## config.mk

```make
export PLATFORM = sky130hd
export DESIGN_NAME = cde_fifo
export DESIGN_NICKNAME = d
export VERILOG_FILES = /design/src/rtl/core/cde_pkg.sv /design/src/rtl/core/cde_fifo.sv
export SDC_FILE = /design/constraint.sdc
export NUM_CORES = 1
export LEC_CHECK = 0
export BUFFER_PORTS_ARGS = -buffer_cell sky130_fd_sc_hd__buf_2
export CAP_MARGIN = 25
export CORE_ASPECT_RATIO = 0.6
export CORE_MARGIN = 5
export CORE_UTILIZATION = 57
export DETAILED_ROUTE_END_ITERATION = 6
export PLACE_DENSITY = 0.79
export SYNTH_ARGS = -nofsm -noshare
export SYNTH_HDL_FRONTEND = slang
export SYNTH_SLANG_ARGS = --single-unit
```

## constraint.sdc

```tcl
create_clock -name clk -period 3.71 [get_ports clk]
set_clock_uncertainty 0.2 [all_clocks]
set_input_delay 0.5565 -clock clk [delete_from_list [all_inputs] [get_ports clk]]
set_output_delay 0.5565 -clock clk [all_outputs]
set_load 0.01 [all_outputs]
```

## src/rtl/core/cde_pkg.sv

```systemverilog
// ---------------------------------------------------------------------------
// cde_pkg
// Shared types, character constants and helper functions for the dirty-cell
// terminal update encoder.
// ---------------------------------------------------------------------------
`default_nettype none

package cde_pkg;

	// Default screen size and queue depth.
	localparam int MAX_ROWS_DEF = 64;
	localparam int MAX_COLS_DEF = 128;
	localparam int QUEUE_DEPTH  = 4;

	// Characters of the escape sequences.
	localparam logic [7:0] CH_ESC    = 8'h1B;
	localparam logic [7:0] CH_LBRACK = 8'h5B;
	localparam logic [7:0] CH_SEMI   = 8'h3B;
	localparam logic [7:0] CH_H      = 8'h48;
	localparam logic [7:0] CH_M      = 8'h6D;
	localparam logic [7:0] CH_ZERO   = 8'h30;
	localparam logic [7:0] CH_THREE  = 8'h33;
	localparam logic [7:0] CH_NINE   = 8'h39;

	// A decimal number of up to three digits; nd is the digit count (1 to 3).
	typedef struct packed {
		logic [1:0] h;
		logic [3:0] t;
		logic [3:0] o;
		logic [1:0] nd;
	} dec_t;

	// One queued request for the byte sequencer.
	typedef struct packed {
		logic       do_move;
		logic       do_color;
		logic       do_glyph;
		logic       do_reset;
		dec_t       row_d;
		dec_t       col_d;
		logic [3:0] color;
		logic [7:0] glyph;
	} cmd_t;

	// Byte slots of the output template, in emission order.
	typedef enum logic [4:0] {
		P_MV_ESC,
		P_MV_LB,
		P_ROW_H,
		P_ROW_T,
		P_ROW_O,
		P_SEMI,
		P_COL_H,
		P_COL_T,
		P_COL_O,
		P_MV_H,
		P_CL_ESC,
		P_CL_LB,
		P_CL_BANK,
		P_CL_DIG,
		P_CL_M,
		P_GLYPH,
		P_RS_ESC,
		P_RS_LB,
		P_RS_ZERO,
		P_RS_M
	} seq_pos_t;

	localparam int NUM_POS = 20;

	typedef struct packed {
		logic     found;
		seq_pos_t pos;
	} pos_pick_t;

	// Split a value below 256 into decimal digits. The tens digit of the
	// remainder (below 100) comes from a multiply by 205 and a shift by 11.
	function automatic dec_t to_dec(input logic [7:0] v);
		dec_t        d;
		logic [7:0]  r;
		logic [15:0] p;
		logic [7:0]  o8;
		if (v >= 8'd200) begin
			d.h = 2'd2;
			r   = v - 8'd200;
		end else if (v >= 8'd100) begin
			d.h = 2'd1;
			r   = v - 8'd100;
		end else begin
			d.h = 2'd0;
			r   = v;
		end
		p   = {8'b0, r} * 16'd205;
		d.t = p[14:11];
		o8  = r - ({4'b0, d.t} * 8'd10);
		d.o = o8[3:0];
		if (v >= 8'd100) begin
			d.nd = 2'd3;
		end else if (v >= 8'd10) begin
			d.nd = 2'd2;
		end else begin
			d.nd = 2'd1;
		end
		return d;
	endfunction

endpackage

`default_nettype wire

```

## src/rtl/core/cde_fifo.sv

```systemverilog
// ---------------------------------------------------------------------------
// cde_fifo
// Small request queue between the classifying front and the byte sequencer.
// ---------------------------------------------------------------------------
`default_nettype none

module cde_fifo import cde_pkg::*; #(
	parameter int DEPTH = QUEUE_DEPTH
) (
	input  logic clk,
	input  logic arst_n,
	input  logic push,
	input  cmd_t push_data,
	output logic full,
	input  logic pop,
	output cmd_t pop_data,
	output logic not_empty
);

	localparam int PTR_W = (DEPTH > 1) ? $clog2(DEPTH) : 1;

	cmd_t             slot_q [DEPTH];
	logic [PTR_W-1:0] wr_ptr_q;
	logic [PTR_W-1:0] rd_ptr_q;
	logic [PTR_W:0]   cnt_q;
	logic             do_push;
	logic             do_pop;

	assign full      = (cnt_q == (PTR_W + 1)'(DEPTH));
	assign not_empty = (cnt_q != '0);
	assign do_push   = push && !full;
	assign do_pop    = pop && not_empty;
	assign pop_data  = slot_q[rd_ptr_q];

	// Storage needs no reset.
	always_ff @(posedge clk) begin
		if (do_push) begin
			slot_q[wr_ptr_q] <= push_data;
		end
	end

	// Pointers and fill count.
	always_ff @(posedge clk or negedge arst_n) begin
		if (!arst_n) begin
			wr_ptr_q <= '0;
			rd_ptr_q <= '0;
			cnt_q    <= '0;
		end else begin
			if (do_push) begin
				wr_ptr_q <= (wr_ptr_q == PTR_W'(DEPTH - 1)) ? '0 : wr_ptr_q + 1'b1;
			end
			if (do_pop) begin
				rd_ptr_q <= (rd_ptr_q == PTR_W'(DEPTH - 1)) ? '0 : rd_ptr_q + 1'b1;
			end
			if (do_push && !do_pop) begin
				cnt_q <= cnt_q + 1'b1;
			end else if (do_pop && !do_push) begin
				cnt_q <= cnt_q - 1'b1;
			end
		end
	end

endmodule

`default_nettype wire

```

==> flow_metrics.env, run 1 <==
export IMPL_crit_slowest_cell="dfrtp_2"
export IMPL_avgSynthCellArea_sq_um=25.5
export IMPL_cts_resized=0
export IMPL_fin_area_sq_um=7480
export IMPL_dpl_cell_area_sq_um=6880
export IMPL_dpl_cell_count=473
export IMPL_netlist_top_cell_by_area="edfxtp_1"
export IMPL_utilization=0.701
export IMPL_drt_iter0_markers=169
export IMPL_synthTopCellsByArea="edfxtp_1 (76%), mux4_2 (14%), dfrtp_1 (2.8%), buf_12 (1.3%), ha_1 (1.2%)"
export IMPL_synthFlopType="edfxtp_1"
export IMPL_syn_to_final_growth_pct=18.9
export IMPL_wl_per_cell_microns=23.0
export IMPL_p_per_area_nw_per_um2=822
export IMPL_cts_sinks=167
export IMPL_vias=2857
export IMPL_crit_arrival_ns=2.27
export IMPL_setup_tns_ns=0
export IMPL_drive_above_1_share=0.496
export IMPL_r2r_start="cnt_q[0]"
export IMPL_required_ns=2.95
export IMPL_stdcell_count=506
export IMPL_path_clk_slew_ns=0.06
export IMPL_boundaryPins=86
export IMPL_period_share=0.815
export IMPL_synth_common_cells="edfxtp_1 (160), mux4_2 (38), dfrtp_1 (7)"
export IMPL_start_util=0.589
export IMPL_htree_levels=4
export IMPL_clockBufferDepth=2
export IMPL_drt_total_wl_microns=11600
export IMPL_irDropWorstVdd_mv=0.563
export IMPL_fmax_mhz=331
export IMPL_tightestPinTransition_ns=0.610
export IMPL_yosysTopAreaCellShare=0.764
export IMPL_end_kind="output pin"
export IMPL_min_delay_start="push_data[15]"
export IMPL_cp_startpoint="rd_ptr_q[0]"
export IMPL_ys_warn_count=0
export IMPL_antenna_found_initial=1
export IMPL_die_area_sq_um=13300
export IMPL_synth_seq_cells=167
export IMPL_leakage_uw=0.00263
export IMPL_internal_power_uw=4340
export IMPL_cts_tree="built"
export IMPL_async_flop_share=0.0419
export IMPL_fillers=643
export IMPL_maxCapViolCount=0
export IMPL_setup_violations=0
export IMPL_grt_pass1_vias=3106
export IMPL_drtAntennaViolNets=0
export IMPL_netlist_area_sq_um=6290
export IMPL_core_area_sq_um=10700
export IMPL_grt_first_pass_wirelength_microns=17900
export IMPL_nets=405
export IMPL_die_w_microns=146
export IMPL_synth_edf_count=160
export IMPL_grt_max_degree=22
export IMPL_ys_types=22
export IMPL_critPathKind="reg -> out"
export IMPL_vias_per_cell=5.65
export IMPL_maxSlewViolCount=0
export IMPL_row_count=29
export IMPL_cpPeakStageDelay_ns=0.71
export IMPL_synth_most_common_cell="edfxtp_1"
export IMPL_synth_fp_nets=298
export IMPL_sequentialPowerShare=0.438
export IMPL_total_power_uw=6150
export IMPL_swShare=0.295
export IMPL_dp_hpwl_microns=7490
export IMPL_clock_root_buffer="clkbuf_16"
export IMPL_cts_buffers=17
export IMPL_chipHeight_microns=91.4
export IMPL_relSlewSlack=0.594
export IMPL_p_comb_frac=0.277
export IMPL_start_kind="flip-flop"
export IMPL_ys_seq_area_frac=0.792
export IMPL_insertedDiodeCount=0
export IMPL_clk_latency_ns=0.42
export IMPL_io_buffers=85
export IMPL_grt_setup_unrepaired="no"
export IMPL_cp_max_fo=17
export IMPL_overflow=0
export IMPL_pwr_share_clk=0.284
export IMPL_dr_pass1_iters=4
export IMPL_timing_final_crit_period_ns=3.03
export IMPL_drc_errors=0
export IMPL_postSynthCellCount=247
export IMPL_worstHoldPathType="in -> reg"
export IMPL_place_gp_congestion=0.741
export IMPL_status="complete, no violations"
export IMPL_hold_viol=0
export IMPL_crit_path_cell_trace="buf_4, mux4_2, buf_2"
export IMPL_power_switching_uw=1810
export IMPL_gr_usage_all_layers=0.181
## layout make-up
| class | instances | area, sq um | area share |
|---|---|---|---|
| repair buffers | 98 | 526 | 0.0703 |
| clock inverters | 15 | 168 | 0.0224 |
| multi-input cells | 67 | 1190 | 0.159 |
| inverters | 3 | 11.3 | 0.00151 |
| flip-flops and latches | 167 | 4980 | 0.666 |
| well taps | 139 | 174 | 0.0233 |
| clock buffers | 17 | 425 | 0.0569 |
## per-stage QoR
step                      hold slack [ns]  setup slack [ns]
after floorplan                    0.0609             0.773
after global placement              0.203              1.08
after detailed placement            0.205              1.07
after CTS                           0.141             0.612
after global routing                0.141             0.510
final                               0.152             0.685
## per-layer routing
metal  GRT usage  share of wire  vias up
li1            -              -     1257
met4      0.0419          0.011        2
met3      0.0721          0.077       13
met5           0         0.0011        -
met2       0.288           0.49      106
met1       0.241           0.42     1479
## critical path: cells and delay by family, from the launching register on
kind,cells,cell delay [ns]
buffers and inverters,2,0.56
DFF,1,0.71
muxes,1,0.57
## state kept, by name (all words and copies together), names as in the netlist
signal / count
cnt_q: 3
slot_q: 160
rd_ptr_q: 2
wr_ptr_q: 2
## kinds of logic after synthesis
| group | Yosys count | share of synthesized area |
|---|---|---|
| flip-flops | 167 | 0.792 |
| multiplexers | 45 | 0.155 |
| buffers and inverters | 13 | 0.0201 |
| AND/OR/NAND/NOR | 12 | 0.0139 |
| adder cells (fa/ha/maj) | 7 | 0.0151 |
| XOR/XNOR | 3 | 0.00418 |
## worst paths after layout
path / endpoint / slack, ns / depth (start not counted)
worst max-delay path: pop_data[14] / 0.68 / 3
worst min-delay path: slot_q[1][15] / 0.15 / 1
worst max register to register: cnt_q[2] / 1.32 / 8
worst min register to register: cnt_q[2] / 0.30 / 1
max in group asynchronous: rd_ptr_q[1] / 2.82 / 2
min in group asynchronous: cnt_q[1] / 0.31 / 2
## cells in the final DEF (no fill, tap or decap), types with 3 or more instances in the layout
master      count
buf_2          85
mux4_2         38
buf_4          12
ha_1            6
mux2_2          3
and2_2          3
nor2_1          3
dfrtp_1         5
inv_6           5
clkbuf_16      17
edfxtp_1      160
inv_1           3
clkinvlp_4      4
## power by group through the flow
stage / registers, uW / logic [uW] / clock network, uW
5_1_grt: 2740 / 1850 / 1870
2_1_floorplan: 2620 / 1270 / 0
3_3_place_gp: 2710 / 1690 / 0
3_5_place_dp: 2740 / 1740 / 0
4_1_cts: 2700 / 1750 / 1770
6_report: 2700 / 1700 / 1750
## timing repair
action | in CTS | in global routing
buffers inserted | 0 | 0
endpoints found under the hold margin | 7 | 0
setup endpoints to repair | 0 | 0
hold buffers | 1 | 0
Note: power is estimated with default switching activity, not from simulation.
==> run 2, diff against run 1 <==
Clock period 3.71 ns to 2.85 ns, I/O delays scaled along.
==> flow_metrics.env, run 2 (same netlist as run 1, synthesis figures left out) <==
export IMPL_start_util=0.589
export IMPL_drt_total_wl_microns=11100
export IMPL_setup_tns_ns=0
export IMPL_status="complete, no violations"
export IMPL_grt_setup_unrepaired="no"
export IMPL_drc_errors=0
export IMPL_period_share=0.938
export IMPL_drtAntennaViolNets=0
export IMPL_start_kind="flip-flop"
export IMPL_htree_levels=4
export IMPL_largest_reg_flops=160
export IMPL_crit_end="pop_data[6]"
export IMPL_wl_met3_microns=779
export IMPL_crit_slowest_cell="dfrtp_2"
export IMPL_overflow=0
export IMPL_irDropWorstVdd_mv=0.680
export IMPL_dpl_cell_count=469
export IMPL_crit_path_cell_trace="buf_12, mux4_2, buf_2"
export IMPL_pwr_share_clk=0.303
export IMPL_critPathKind="reg -> out"
export IMPL_wl_per_cell_microns=22.1
export IMPL_cts_tree="built"
export IMPL_insertedDiodeCount=0
export IMPL_cpPeakStageDelay_ns=0.66
export IMPL_dp_slack_ns=0.545
export IMPL_boundaryPins=86
export IMPL_drt_iter0_markers=135
export IMPL_largest_register="slot_q"
export IMPL_maxCapViolCount=0
export IMPL_gr_usage_all_layers=0.174
export IMPL_die_area_sq_um=13300
export IMPL_io_buffers=85
export IMPL_grt_max_degree=41
export IMPL_crit_arrival_ns=2.05
export IMPL_syn_to_final_growth_pct=20.7
export IMPL_nets=401
export IMPL_whs_ns=0.0295
export IMPL_row_count=29
export IMPL_reg2regPathDepth=8
export IMPL_vias=2856
export IMPL_p_per_area_nw_per_um2=1100
export IMPL_clockBufferDepth=2
export IMPL_stdcell_count=501
export IMPL_relSlewSlack=0.597
export IMPL_timing_final_crit_period_ns=2.67
export IMPL_grt_pass1_vias=3045
export IMPL_internal_power_uw=6040
export IMPL_largestRegisters="slot_q (160), cnt_q (3)"
export IMPL_cts_buffers=17
export IMPL_top_layer="met5"
export IMPL_postCtsSetupBuffers=0
export IMPL_vias_per_cell=5.70
export IMPL_end_kind="output pin"
export IMPL_cts_sinks=167
export IMPL_r2r_end="cnt_q[2]"
export IMPL_cp_max_fo=18
export IMPL_core_area_sq_um=10700
export IMPL_antenna_found_initial=1
export IMPL_drive_above_1_share=0.483
export IMPL_dr_pass1_iters=4
export IMPL_setup_slack_ns=0.177
export IMPL_r2r_start="cnt_q[0]"
export IMPL_dp_hpwl_microns=6690
export IMPL_fmax_mhz=374
export IMPL_p_comb_frac=0.274
export IMPL_clock_root_buffer="clkbuf_16"
export IMPL_maxSlewViolCount=0
export IMPL_power_switching_uw=2280
export IMPL_path_clk_slew_ns=0.06
export IMPL_grt_first_pass_wirelength_microns=17200
export IMPL_required_ns=2.22
export IMPL_chipHeight_microns=91.4
export IMPL_regToRegSetupSlack_ns=0.54
export IMPL_tightestPinTransition_ns=0.604
export IMPL_place_gp_congestion=0.710
export IMPL_leakage_uw=0.00267
export IMPL_routed_wl_met2_microns=5460
export IMPL_setup_violations=0
export IMPL_sequentialPowerShare=0.423
export IMPL_final_common_cell="edfxtp_1"
export IMPL_hold_viol=0
export IMPL_cp_startpoint="rd_ptr_q[0]"
export IMPL_wl_met1_microns=4720
export IMPL_utilization=0.711
export IMPL_swShare=0.274
export IMPL_worstHoldPathType="in -> reg"
export IMPL_clk_latency_ns=0.41
export IMPL_layout_common_cells="edfxtp_1 (160), buf_2 (85), mux4_2 (38)"
export IMPL_die_w_microns=146
==> run 2: cell count changes in the layout (fill, tap and decap cells not counted), sizes merged <==
| cell | change |
|---|---|
| clkinv | +4 |
| buf | -4 |
| clkinvlp | -3 |
| bufinv | +4 |
| inv | -6 |
==> run 2: area by class of cell <==
cell class / count / area (sq um)
clock inverters: 14 / 231
repair buffers: 94 / 571
multi-input cells: 67 / 1190
flip-flops and latches: 167 / 4980
inverters: 3 / 11.3
clock buffers: 17 / 425
fillers: 627 / 3080
well taps: 139 / 174
==> run 2: what timing repair did <==
action                                 in CTS  in global routing
hold buffers                                1                  0
endpoints found under the hold margin       7                  0
resized for setup                           0                  0
==> run 2: metrics by stage <==
stage	total power [uW]	instance area, sq um
CTS	8430	7590
finish	8320	7590
global placement	5810	6920
global route	8710	7590
detailed placement	5880	6920
floorplan	5070	6290
==> run 2: how the worst min path moves through the flow <==
stage,slack (ns),cells after the start,end,from
2_1_floorplan,-0.07,0,cnt_q[0],arst_n
3_3_place_gp,0.07,1,wr_ptr_q[0],arst_n
3_5_place_dp,0.07,1,wr_ptr_q[0],arst_n
4_1_cts,0.006,1,slot_q[0][18],push_data[18]
5_1_grt,0.004,1,slot_q[0][18],push_data[18]
6_report,0.03,1,slot_q[0][30],push_data[30]
==> run 2: power groups by stage <==
stage	sequential (uW)	combinational, uW	clock, uW
2_1_floorplan	3410	1660	0
3_3_place_gp	3530	2270	0
3_5_place_dp	3570	2310	0
4_1_cts	3530	2330	2570
5_1_grt	3570	2470	2680
6_report	3520	2280	2520
==> run 2: worst max-delay path, delay by kind of cell, from the launching register on <==
kind | cells | cell delay, ns
buffers and inverters | 2 | 0.41
DFF | 1 | 0.66
muxes | 1 | 0.54
==> run 2: per-layer routing <==
| layer | vias up | track usage |
|---|---|---|
| met1 | 1493 | 0.230 |
| met5 | - | 0 |
| li1 | 1248 | - |
| met2 | 101 | 0.270 |
| met4 | 2 | 0.0450 |
| met3 | 12 | 0.0781 |
==> run 3, diff against run 2 <==
Settings changed: RECOVER_POWER set to 100.
==> flow_metrics.env, run 3 (same netlist as run 1, synthesis figures left out) <==
export IMPL_leakage_uw=0.00243
export IMPL_worstHoldPathType="in -> reg"
export IMPL_busiest_layer="met2"
export IMPL_fillers=671
export IMPL_total_power_uw=8150
export IMPL_layout_common_cells="edfxtp_1 (160), clkbuf_1 (78), mux4_2 (38)"
export IMPL_p_per_area_nw_per_um2=1100
export IMPL_gr_usage_met2=0.270
export IMPL_final_common_cell="edfxtp_1"
export IMPL_postCtsSetupBuffers=0
export IMPL_gr_usage_all_layers=0.174
export IMPL_end_kind="output pin"
export IMPL_die_w_microns=146
export IMPL_grt_setup_unrepaired="no"
export IMPL_chipHeight_microns=91.4
export IMPL_vias=2860
export IMPL_irDropWorstVdd_mv=0.669
export IMPL_crit_arrival_ns=2.05
export IMPL_wl_per_cell_microns=22.0
export IMPL_clk_latency_ns=0.41
export IMPL_maxCapViolCount=0
export IMPL_grt_max_degree=41
export IMPL_setup_violations=0
export IMPL_dpl_cell_area_sq_um=6920
export IMPL_grt_pass1_vias=3045
export IMPL_row_count=29
export IMPL_path_clk_slew_ns=0.06
export IMPL_htree_levels=4
export IMPL_required_ns=2.22
export IMPL_setup_tns_ns=0
export IMPL_timing_final_crit_period_ns=2.68
export IMPL_met1_usage=0.230
export IMPL_maxSlewViolCount=0
export IMPL_whs_path_depth=1
export IMPL_drt_iter0_markers=125
export IMPL_antenna_found_initial=0
export IMPL_reg2regPathDepth=4
export IMPL_grt_first_pass_wirelength_microns=17200
export IMPL_largestRegisters="slot_q (160), cnt_q (3)"
export IMPL_period_share=0.939
export IMPL_nets=401
export IMPL_utilization=0.696
export IMPL_die_area_sq_um=13300
export IMPL_drtAntennaViolNets=0
export IMPL_largest_reg_flops=160
export IMPL_start_kind="flip-flop"
export IMPL_cp_max_fo=14
export IMPL_dp_hpwl_microns=6690
export IMPL_cts_buffers=17
export IMPL_largest_register="slot_q"
export IMPL_met3_usage=0.0781
export IMPL_tightestPinTransition_ns=1.18
export IMPL_hold_viol=0
export IMPL_syn_to_final_growth_pct=18.2
export IMPL_boundaryPins=86
export IMPL_fin_area_sq_um=7430
export IMPL_dr_pass1_iters=5
export IMPL_cts_sinks=167
export IMPL_critPathKind="reg -> out"
export IMPL_drive_above_1_share=0.254
export IMPL_overflow=0
export IMPL_start_util=0.589
export IMPL_status="complete, no violations"
export IMPL_cts_tree="built"
export IMPL_drc_errors=0
export IMPL_drt_total_wl_microns=11000
export IMPL_io_buffers=85
export IMPL_fmax_mhz=374
export IMPL_clockBufferDepth=2
export IMPL_place_gp_congestion=0.710
export IMPL_relSlewSlack=0.216
export IMPL_clock_root_buffer="clkbuf_16"
export IMPL_core_area_sq_um=10700
export IMPL_whs_ns=0.0729
export IMPL_vias_per_cell=5.70
-- run 3: cell types whose count changed in the layout (fill, tap and decap cells not counted), moves of 2 or more --
cell / previous run / this run
buf_2: 85 / 6
clkbuf_1: 0 / 78
buf_4: 2 / 0
buf_12: 6 / 3
clkbuf_2: 0 / 4
and2_2: 3 / 1
-- run 3: where the power goes --
group | internal [uW] | switching (uW) | leakage, uW
Sequential | 3260 | 258 | 0.00155
Clock | 1630 | 881 | 0.000318
Combinational | 998 | 1130 | 0.000570
Total | 5890 | 2270 | 0.00243
-- run 3: layout make-up --
cell class / count / area [sq um] / area share
Antenna cell: 1 / 2.50 / 0.000337
Clock buffer: 17 / 425 / 0.0573
Clock inverter: 14 / 231 / 0.0312
Sequential cell: 167 / 4980 / 0.671
Tap cell: 139 / 174 / 0.0234
Inverter: 3 / 11.3 / 0.00152
Timing Repair Buffer: 94 / 432 / 0.0581
Multi-Input combinational cell: 67 / 1170 / 0.158
-- run 3: worst paths after layout --
path | start | end | slack [ns]
worst max-delay path | rd_ptr_q[0] | pop_data[21] | 0.17
worst min-delay path | push_data[30] | slot_q[0][30] | 0.07
worst max register to register | cnt_q[2] | slot_q[0][18] | 0.20
worst min register to register | cnt_q[2] | cnt_q[2] | 0.31
max in group asynchronous | arst_n | rd_ptr_q[0] | 1.89
min in group asynchronous | arst_n | wr_ptr_q[0] | 0.25
-- run 3: critical path: stages, from the launching register on --
cell and delay (ns):
dfrtp_2 0.64, buf_6 0.28, mux4_2 0.56, clkbuf_2 0.15
-- run 3: routing by layer --
layer / vias to the layer above / wire length (microns)
met5: - / 0
met4: 0 / 91
met3: 9 / 852
met2: 114 / 5410
met1: 1489 / 4680
li1: 1248 / -
-- run 3: what timing repair did --
item / 4_1_cts / 5_1_grt
hold buffers: 1 / 0
endpoints found under the hold margin: 7 / 0
gates resized for setup: 0 / 0
-- run 3: stage by stage --
step	setup slack, ns	cells
3_3_place_gp	0.607	469
4_1_cts	0.129	501
6_report	0.174	502
3_5_place_dp	0.545	469
2_1_floorplan	0.479	247
5_1_grt	0.0294	501
